**config.mk**
```make
export PLATFORM = sky130hd
export DESIGN_NAME = lfps_seq
export DESIGN_NICKNAME = d
export VERILOG_FILES = /design/src/sv/lfps_pkg.sv /design/src/sv/lfps_seq.sv
export SDC_FILE = /design/constraint.sdc
export NUM_CORES = 1
export LEC_CHECK = 0
export BUFFER_PORTS_ARGS = -buffer_cell sky130_fd_sc_hd__buf_4
export CORE_MARGIN = 3
export CORE_UTILIZATION = 50
export DETAILED_ROUTE_END_ITERATION = 10
export HOLD_SLACK_MARGIN = 0.03
export PLACE_DENSITY_LB_ADDON = 0.1
export SETUP_SLACK_MARGIN = 0.05
export SYNTH_ARGS = -nofsm -noshare
export SYNTH_HDL_FRONTEND = slang
export SYNTH_SLANG_ARGS = --single-unit
```
**constraint.sdc**
```tcl
create_clock -name clock -period 2.7 [get_ports clock]
set_input_delay 0.135 -clock clock [delete_from_list [all_inputs] [get_ports clock]]
set_output_delay 0.135 -clock clock [all_outputs]
set_load 0.01 [all_outputs]
```
**src/sv/lfps_pkg.sv**
```systemverilog
`default_nettype none

package lfps_pkg;

   localparam int RING_DEPTH        = 64;
   localparam int POS_W             = 6;
   localparam int WORD_W            = 64;
   localparam int HALF_W            = 32;
   localparam int WARMUP_ROUNDS_DEF = 32;
   localparam int UPC_W             = 5;

   localparam logic [WORD_W-1:0] SCRAMBLE_MUL = 64'd2685821657736338717;
   localparam logic [WORD_W-1:0] GOLDEN_STEP  = 64'h9E3779B97F4A7C15;
   localparam logic [WORD_W-1:0] CHAOS_INIT   = 64'hDEADBEEFDEADBEEF;

   localparam int SHIFT_A = 52;
   localparam int SHIFT_B = 37;
   localparam int ROT_C   = 12;

   localparam logic [POS_W-1:0] LAG_NONE = 6'd0;
   localparam logic [POS_W-1:0] LAG_A    = 6'd61;
   localparam logic [POS_W-1:0] LAG_B    = 6'd60;
   localparam logic [POS_W-1:0] LAG_C    = 6'd46;
   localparam logic [POS_W-1:0] LAG_D    = 6'd45;

   localparam logic [3:0] OP_NOP          = 4'd0;
   localparam logic [3:0] OP_POS_INC      = 4'd1;
   localparam logic [3:0] OP_ACC_LD_RD    = 4'd2;
   localparam logic [3:0] OP_ACC_ADD_RD   = 4'd3;
   localparam logic [3:0] OP_SUM          = 4'd4;
   localparam logic [3:0] OP_ACC_LD_PROD  = 4'd5;
   localparam logic [3:0] OP_ACC_ADD_PROD = 4'd6;
   localparam logic [3:0] OP_XS37         = 4'd7;
   localparam logic [3:0] OP_OUT          = 4'd8;
   localparam logic [3:0] OP_SEED_INIT    = 4'd9;
   localparam logic [3:0] OP_X_STEP       = 4'd10;
   localparam logic [3:0] OP_A_STEP       = 4'd11;
   localparam logic [3:0] OP_B_STEP       = 4'd12;
   localparam logic [3:0] OP_C_STEP       = 4'd13;
   localparam logic [3:0] OP_POS_CLR      = 4'd14;

   localparam logic [1:0] MUL_NONE = 2'd0;
   localparam logic [1:0] MUL_LL   = 2'd1;
   localparam logic [1:0] MUL_LH   = 2'd2;
   localparam logic [1:0] MUL_HL   = 2'd3;

   localparam logic [1:0] SEQ_NEXT = 2'd0;
   localparam logic [1:0] SEQ_LOOP = 2'd1;
   localparam logic [1:0] SEQ_END  = 2'd2;

   localparam logic [UPC_W-1:0] NEXT_ENTRY = 5'd0;
   localparam logic [UPC_W-1:0] SEED_ENTRY = 5'd14;
   localparam logic [UPC_W-1:0] ROUND_LOOP = 5'd15;

   typedef struct packed {
      logic [3:0]       op;
      logic [1:0]       mul;
      logic [POS_W-1:0] lag;
      logic [1:0]       seq;
      logic [UPC_W-1:0] target;
   } ctl_type;

   typedef struct packed {
      logic rounds_left;
   } stat_type;

   function automatic ctl_type ucode(input logic [UPC_W-1:0] upc);
      ctl_type w;
      w = '{op: OP_NOP, mul: MUL_NONE, lag: LAG_NONE, seq: SEQ_END, target: NEXT_ENTRY};
      case (upc)
         5'd0: w = '{OP_POS_INC, MUL_NONE, LAG_NONE, SEQ_NEXT, NEXT_ENTRY};
         5'd1: w = '{OP_NOP, MUL_NONE, LAG_A, SEQ_NEXT, NEXT_ENTRY};
         5'd2: w = '{OP_ACC_LD_RD, MUL_NONE, LAG_B, SEQ_NEXT, NEXT_ENTRY};
         5'd3: w = '{OP_ACC_ADD_RD, MUL_NONE, LAG_C, SEQ_NEXT, NEXT_ENTRY};
         5'd4: w = '{OP_ACC_ADD_RD, MUL_NONE, LAG_D, SEQ_NEXT, NEXT_ENTRY};
         5'd5: w = '{OP_SUM, MUL_NONE, LAG_NONE, SEQ_NEXT, NEXT_ENTRY};
         5'd6: w = '{OP_NOP, MUL_LL, LAG_NONE, SEQ_NEXT, NEXT_ENTRY};
         5'd7: w = '{OP_ACC_LD_PROD, MUL_LH, LAG_NONE, SEQ_NEXT, NEXT_ENTRY};
         5'd8: w = '{OP_ACC_ADD_PROD, MUL_HL, LAG_NONE, SEQ_NEXT, NEXT_ENTRY};
         5'd9: w = '{OP_XS37, MUL_NONE, LAG_NONE, SEQ_NEXT, NEXT_ENTRY};
         5'd10: w = '{OP_NOP, MUL_LL, LAG_NONE, SEQ_NEXT, NEXT_ENTRY};
         5'd11: w = '{OP_ACC_LD_PROD, MUL_LH, LAG_NONE, SEQ_NEXT, NEXT_ENTRY};
         5'd12: w = '{OP_ACC_ADD_PROD, MUL_HL, LAG_NONE, SEQ_NEXT, NEXT_ENTRY};
         5'd13: w = '{OP_OUT, MUL_NONE, LAG_NONE, SEQ_END, NEXT_ENTRY};
         5'd14: w = '{OP_SEED_INIT, MUL_NONE, LAG_NONE, SEQ_NEXT, NEXT_ENTRY};
         5'd15: w = '{OP_X_STEP, MUL_NONE, LAG_NONE, SEQ_NEXT, NEXT_ENTRY};
         5'd16: w = '{OP_A_STEP, MUL_NONE, LAG_NONE, SEQ_NEXT, NEXT_ENTRY};
         5'd17: w = '{OP_B_STEP, MUL_NONE, LAG_NONE, SEQ_NEXT, NEXT_ENTRY};
         5'd18: w = '{OP_C_STEP, MUL_NONE, LAG_NONE, SEQ_LOOP, ROUND_LOOP};
         5'd19: w = '{OP_POS_CLR, MUL_NONE, LAG_NONE, SEQ_END, NEXT_ENTRY};
         default: w = '{OP_NOP, MUL_NONE, LAG_NONE, SEQ_END, NEXT_ENTRY};
      endcase
      return w;
   endfunction

endpackage

`default_nettype wire

```
**src/sv/lfps_seq.sv**
```systemverilog
`default_nettype none

module lfps_seq
   import lfps_pkg::*;
(
   input  wire logic    clock,
   input  wire logic    reset,
   input  wire logic    req_valid,
   input  wire logic    req_operation,
   output logic         req_ready,
   output logic         rsp_valid,
   input  wire logic    rsp_ready,
   input  wire stat_type stat,
   output ctl_type      ctl,
   output logic         step_en,
   output logic         accept
);

   logic             busy_ff, busy_in;
   logic [UPC_W-1:0] upc_ff, upc_in;
   logic             rsp_valid_ff, rsp_valid_in;
   logic             stall;

   assign ctl       = ucode(upc_ff);
   assign req_ready = !busy_ff;
   assign rsp_valid = rsp_valid_ff;
   assign accept    = req_valid && !busy_ff;
   assign stall     = (ctl.op == OP_OUT) && rsp_valid_ff && !rsp_ready;
   assign step_en   = busy_ff && !stall;

   always_comb begin
      busy_in      = busy_ff;
      upc_in       = upc_ff;
      rsp_valid_in = rsp_valid_ff;
      if (rsp_ready) begin
         rsp_valid_in = 1'b0;
      end
      if (accept) begin
         busy_in = 1'b1;
         upc_in  = req_operation ? SEED_ENTRY : NEXT_ENTRY;
      end else if (step_en) begin
         if (ctl.op == OP_OUT) begin
            rsp_valid_in = 1'b1;
         end
         case (ctl.seq)
            SEQ_NEXT: upc_in = upc_ff + 1'b1;
            SEQ_LOOP: upc_in = stat.rounds_left ? ctl.target : upc_ff + 1'b1;
            SEQ_END:  busy_in = 1'b0;
            default:  busy_in = 1'b0;
         endcase
      end
   end

   always_ff @(posedge clock) begin
      if (reset) begin
         busy_ff      <= 1'b0;
         upc_ff       <= NEXT_ENTRY;
         rsp_valid_ff <= 1'b0;
      end else begin
         busy_ff      <= busy_in;
         upc_ff       <= upc_in;
         rsp_valid_ff <= rsp_valid_in;
      end
   end

   a_accept_busy: assert property (@(posedge clock) disable iff (reset)
      accept |=> busy_ff)
      else $error("sequencer not busy after a transfer was taken");

   a_seed_entry: assert property (@(posedge clock) disable iff (reset)
      accept && req_operation |=> upc_ff == SEED_ENTRY)
      else $error("reseed did not start at its entry step");

   a_stall_hold: assert property (@(posedge clock) disable iff (reset)
      busy_ff && stall |=> $stable(upc_ff) && busy_ff)
      else $error("step counter moved while the result slot was full");

   a_end_idle: assert property (@(posedge clock) disable iff (reset)
      step_en && ctl.seq == SEQ_END |=> !busy_ff)
      else $error("sequencer stayed busy after the last step");

endmodule

`default_nettype wire

```
Word-level counts from Yosys, hierarchy flattened
Memory sizes are Yosys's and may differ from the RTL's. A register that Yosys moved wholly into a read port is not among the register bits.
Cells that the tools add are included.
{ "totals": {"ramBits": 0, "memories": 1, "latchBits": 0, "romBits": 576, "regBits": 7} }
{ "memory_table": {"columns": ["name", "depth", "word_bits", "read_ports", "rd_clocked_by_memory_dff", "wr", "line_no", "source"], "rows": [
  ["(no name shown)", 32, 18, 1, 1, 0, "lfps_pkg.sv:70", "case (upc)"]
]} }
{ "op_classes": {"magnitude_cmp": 0, "shifts": 0, "n_mul": 0, "n_eq_ne": 3, "div": 0, "muxes": 14, "n_reduce_logical": 13, "add_sub_neg": 1, "bitwise_logic": 0} }
{ "op_table": {"columns": ["op", "n"], "rows": [
  ["$mux W5", 5],
  ["$pmux W5 S2", 1],
  ["$mux W1", 7],
  ["$add A5 B1 Y5 const B", 1],
  ["$eq A4 B4 Y1 const B", 1],
  ["$logic_and A1 B1 Y1", 4],
  ["$mux W4", 1],
  ["$reduce_and A2 Y1", 2],
  ["$logic_not A1 Y1", 3],
  ["$reduce_bool A3 Y1", 1],
  ["$eq A2 B1 Y1 const B", 1],
  ["$logic_not A2 Y1", 1],
  ["$ne A2 B1 Y1 const B", 1],
  ["$reduce_bool A2 Y1", 1],
  ["$reduce_or A2 Y1", 1]
]} }

Depth between registers and ports, before layout
{ "logic_depth": {"word_depth": 9, "depth_mapped": 10, "ltp_nobuf": 9} }

Worst setup path before layout
Ideal clock, no wire load.
{ "synth_timing": {"path_kind": "register -> register", "startpoint": "register ctl[16] (netlist name)", "endpoint": "register ctl[6] (netlist name)", "stages_incl_launch_ff": 8, "t_required_ps": 2581, "setup_slack_ps": 587, "arrival_ps": 1994, "path_buffers": 0, "cell_sequence": "dfxtp_1 > nor4b_4 > a211oi_4 > o211ai_1 > inv_1 > ha_1 > o21ai_0 > a21oi_1"} }
{ "synth_between": {"elab_chain_len": 9} }
{ "synth_rtl": {"columns": ["item", "line_no", "source"], "rows": [
  ["$eq A4 B4 Y1", "lfps_seq.sv:28", "assign stall = (ctl.op == OP_OUT) && rsp_valid_ff && !rsp_ready;"],
  ["$logic_and A1 B1 Y1 (2 in a row)", "lfps_seq.sv:28", null],
  ["$logic_not A1 Y1", "lfps_seq.sv:29", "assign step_en = busy_ff && !stall;"],
  ["$logic_and A1 B1 Y1", "lfps_seq.sv:29", null],
  ["$reduce_bool A2 Y1 (no line)", null, null],
  ["$reduce_and A2 Y1 (no line)", null, null],
  ["$mux W5 (no line) (2 in a row)", null, null]
]} }
No other way between the ends.
A chain may end at the register's enable or synchronous reset.

Worst setup path after layout
{ "layout_timing": {"startpoint": "register busy_ff", "endpoint": "register ctl[16] (netlist name)"} }
{ "layout_between": {"elab_chain_len": 6, "word_cells_on_any_way": 9, "classes_between": "mux: 3; reduce/logical: 6"} }
{ "layout_rtl": {"columns": ["item", "line_no", "source"], "rows": [
  ["start: declaration", "lfps_seq.sv:19", "logic busy_ff, busy_in;"],
  ["start signal: assignment", "lfps_seq.sv:60", "busy_ff <= busy_in;"],
  ["$logic_not A1 Y1", "lfps_seq.sv:27", "assign accept = req_valid && !busy_ff;"],
  ["$logic_and A1 B1 Y1", "lfps_seq.sv:27", null],
  ["$reduce_bool A3 Y1 (no line) or $reduce_bool A2 Y1 (tied branches)", null, null],
  ["$reduce_and A2 Y1 (no line)", null, null],
  ["$mux W5 (no line) (*) (2 in a row)", null, null]
]} }
Mark *: on every way between the ends. The rest lies on a longest branch, timed or not.

==> results.md <==
- Summed over all layers, the routed wires come to 2270 µm.
- Setup slack closes at 0.373 ns.
- After synthesis, the cell types taking the most area are sky130_fd_sc_hd__dfxtp_1 (35%), sky130_fd_sc_hd__ha_1 (6.9%), sky130_fd_sc_hd__buf_4 (5.5%), sky130_fd_sc_hd__nand2_1 (3.4%), sky130_fd_sc_hd__a21oi_1 (3.2%).
- The number of gates resized after cts is 0.
- CTS saw 19 sinks.
- Walking the worst path, the cells encountered are nor2b_1, a21oi_1, o31ai_1, o22ai_2, inv_1, ha_1, nand2_1, o22a_2, o22ai_1.
- In this run the worst hold path is classified as primary input to flop.
- The hold violation count in the final report was 0.
- In this run, CTS created clock tree buffers numbering 3.
- Entering global routing, the biggest net connects 12 pins.
- The flow ran to the end, and the final reports show no timing, DRC or antenna violations.
- The worst setup path is launched from a flop.
- For this run, design rule violations remaining after detail routing come to 0.
- Of all cell types, the one taking the most synthesized area is sky130_fd_sc_hd__dfxtp_1.
- The number of enable flip-flop cells after synthesis is 0.
- The post-DP HPWL is 1750 µm.
- Counting the fill cells in the layout gives 176.
- The final critical-path required period is 2.33 ns.
- In this run the remaining antenna-violating nets after routing total 0.
- Clock-pin slew was measured on the worst setup and hold paths at 0.11 ns.
- The library cell contributing the largest single delay on the critical path is sky130_fd_sc_hd__nor2b_1.
- The maximum clock frequency is 0.430 GHz.
- The worst slew margin relative to its limit is 65.8%.
- Before CTS, the worst setup slack after placement is 0.413 ns.
- The number of antenna violations at the first check in global routing was 0.
- Among all flip-flop cells after synthesis, the most frequent one is sky130_fd_sc_hd__dfxtp_1.
- The total overflow left after global routing is 0.
- The number of max-slew violations in the final report was 0.
- The total iterations of the first detailed-routing run is 4.
- No sink is reached through more buffers than the 2 on the longest clock path.
- The worst vdd rail ir drop is 304 µV.
- The number of warnings printed during yosys synthesis is 0.
- In this design, the largest share of critical-path delay is due to compound AO/OA/AOI/OAI gates.
- The count of inserted antenna diode cells is 0.
- The cell at the root of the clock tree is sky130_fd_sc_hd__clkbuf_4.
- At the worst endpoint, the arrival time is 2.56 ns.
- The stage delay of the slowest cell on the critical path is 0.44 ns.
- The cell area after technology mapping is 1090 µm².
- The width of the die is 52.7 µm.
- The final routed wire length divided by cell count is 13.0 µm.
- The via count is 969.
- Adding up every negative setup slack in the final design gives 0 ns.
- At the worst endpoint, the required time is 2.93 ns.
- The total die area is 2780 µm².
- STA classifies the critical path endpoint as a flop.
- In this run the number of H-tree levels came out at 1.
- The clock latency of the later-clocked register in the worst-skew pair is 0.29 ns.
- The transition at the pin with the smallest max-transition slack is 0.512 ns.
- Setup repair after global routing left no endpoint under its margin.
- Clock skew on the completed layout was measured at 0.00125 ns.
- The core region is 2020 µm².
- When the netlist entered floorplanning its net count stood at 135.
- Synthesis handed over a netlist of 123 instances.
- The combined global-route utilization of all metal layers is 17.4%.
- Yosys mapped the design onto 43 distinct sky130hd cell types.
- The maximum fanout encountered on the critical timing path is 7.
- Of the cells placed in the final design, the portion with a size suffix greater than 1 is 32.7%.
- The final critical-path share of the clock period is 86.2%.
- Power comes to 658 µW.
- Of all flip-flops after synthesis, the portion carrying an async set or reset was 0%.
- The clock tree from TritonCTS is built.
- The quantity of I/O buffers inserted on ports is 27.
- The global-route wire length before repair is 3570 µm.
- The max-cap check violation count is 0.
- Dividing the detail-routed via count by the number of cells gives 5.57.
- The via count of the first global-routing pass is 843.
- At the end of routability-driven placement, the weighted congestion stood at 0.782.
- For this design the top-level I/O count stands at 29.
- The total power per unit cell area is 508 nW/µm².
- In this run, synthesis produced a sequential element count of 19.
- The number of setup violations in the final report is 0.
- The sequential cell area fraction in the yosys report is 34.9%.
- The multi-input combinational cells in the finished layout cover a total of 584 µm².
- The sequential cells in the finished layout cover a total of 380 µm².
- For this run, the post-layout net count is 160.
- The initial utilization of the core area, before any placement, comes to 54.0%.
- The kind of critical path is flop to flop.
- The placement row count is 16.
- Together, buffers and inverters on the worst path number 1.
- The average cell area after synthesis is 8.87 µm².
- Summed over all cells, the static leakage comes to 0.000565 µW.
- The detailed router finished its first iteration with 18 violations.
- Compared with the post-synthesis result, the final layout area differs by 18.7%.
- After synthesis, the largest area contributor takes up 34.9% of total cell area.
- The die is 52.7 µm tall.
-- state kept, by name, summed over array words and instances, names as in the netlist --
| register | flops |
|---|---|
| busy_ff | 1 |
| rsp_valid | 1 |
| ctl | 12 |
| upc_ff | 5 |
-- per-stage QoR --
stage	hold slack, ns	util, %	std cells	cell area [µm²]
final	0.118	64.0	174	1290
after detailed placement	0.342	62.2	169	1260
after CTS	0.112	64.0	174	1290
after global placement	0.339	62.2	169	1260
after floorplan	0.207	-	123	1090
after global routing	0.118	64.0	174	1290
-- synth_stat cells, types with 2 or more instances --
master                     instances
sky130_fd_sc_hd__clkbuf_8          2
sky130_fd_sc_hd__a21oi_1           7
sky130_fd_sc_hd__o21ai_0           4
sky130_fd_sc_hd__nand3_1           7
sky130_fd_sc_hd__dfxtp_1          19
sky130_fd_sc_hd__xnor2_1           2
sky130_fd_sc_hd__inv_1             6
sky130_fd_sc_hd__inv_2             3
sky130_fd_sc_hd__ha_1              6
sky130_fd_sc_hd__nor2_1            9
sky130_fd_sc_hd__nand2_1          10
sky130_fd_sc_hd__buf_4             8
sky130_fd_sc_hd__a21boi_1          2
sky130_fd_sc_hd__nor2b_1           2
sky130_fd_sc_hd__o22ai_1           3
sky130_fd_sc_hd__a31oi_1           3
sky130_fd_sc_hd__nor3_1            4
-- repair_timing --
item,in CTS,in global routing
hold endpoints to repair,2,0
buffers inserted,0,0
hold buffers,1,0
-- tightest hold or removal path: stages --
cell                       delay, ns
sky130_fd_sc_hd__buf_4          0.12
sky130_fd_sc_hd__nor2_1         0.08
sky130_fd_sc_hd__a311oi_1       0.05
-- cell families after synthesis --
group           Yosys count  synth area share (%)
compound gates           32                  21.6
fa+ha+maj                 6                  6.88
simple gates             42                  22.2
mux                       1                 0.917
flops                    19                  34.9
buf+inv                  20                  11.6
other cells               1                 0.344
xor+xnor                  2                  1.61
-- report_power, final --
part | switching [µW] | total [µW] | internal, µW
combinational | 96.1 | 185 | 88.9
clock | 88.0 | 143 | 55.2
sequential | 20.9 | 330 | 309
total | 205 | 658 | 453
-- metal layers --
| metal | wire (µm) | global-route usage [%] |
|---|---|---|
| met1 | 1010 | 21.8 |
| met2 | 1060 | 28.3 |
| met3 | 156 | 3.99 |
| met4 | 40 | 7.23 |
| met5 | 0 | 0 |
-- worst paths after layout --
path / from / depth (start not counted) / endpoint / slack (ns)
worst max-delay path: busy_ff / 9 / ctl[16] / 0.37
worst max register to register: busy_ff / 9 / ctl[16] / 0.37
worst min register to register: upc_ff[1] / 2 / upc_ff[1] / 0.55
worst min-delay path: req_valid / 3 / busy_ff / 0.12
-- cell type report --
class                           instances  area share (%)
Sequential cell                        19            29.4
Timing Repair Buffer                   31            18.2
Tap cell                               27            2.61
Inverter                                9            2.61
Multi-Input combinational cell         84            45.1
Clock buffer                            3            1.74
Clock inverter                          1           0.386
-- cells in the final DEF (no fill, tap or decap), types with 2 or more instances in the layout --
master	Yosys	layout
sky130_fd_sc_hd__clkbuf_4	0	3
sky130_fd_sc_hd__a21boi_1	2	2
sky130_fd_sc_hd__o21ai_0	4	4
sky130_fd_sc_hd__nand3_1	7	7
sky130_fd_sc_hd__a31oi_1	3	3
sky130_fd_sc_hd__nand2_1	10	10
sky130_fd_sc_hd__dfxtp_1	19	19
sky130_fd_sc_hd__a21oi_1	7	7
sky130_fd_sc_hd__nor3_1	4	4
sky130_fd_sc_hd__buf_4	8	30
sky130_fd_sc_hd__o22ai_1	3	3
sky130_fd_sc_hd__nor2b_1	2	2
sky130_fd_sc_hd__inv_2	3	3
sky130_fd_sc_hd__nor2_1	9	9
sky130_fd_sc_hd__inv_1	6	6
sky130_fd_sc_hd__ha_1	6	6
sky130_fd_sc_hd__xnor2_1	2	2
No activity file was read; power rests on OpenSTA's default activity.
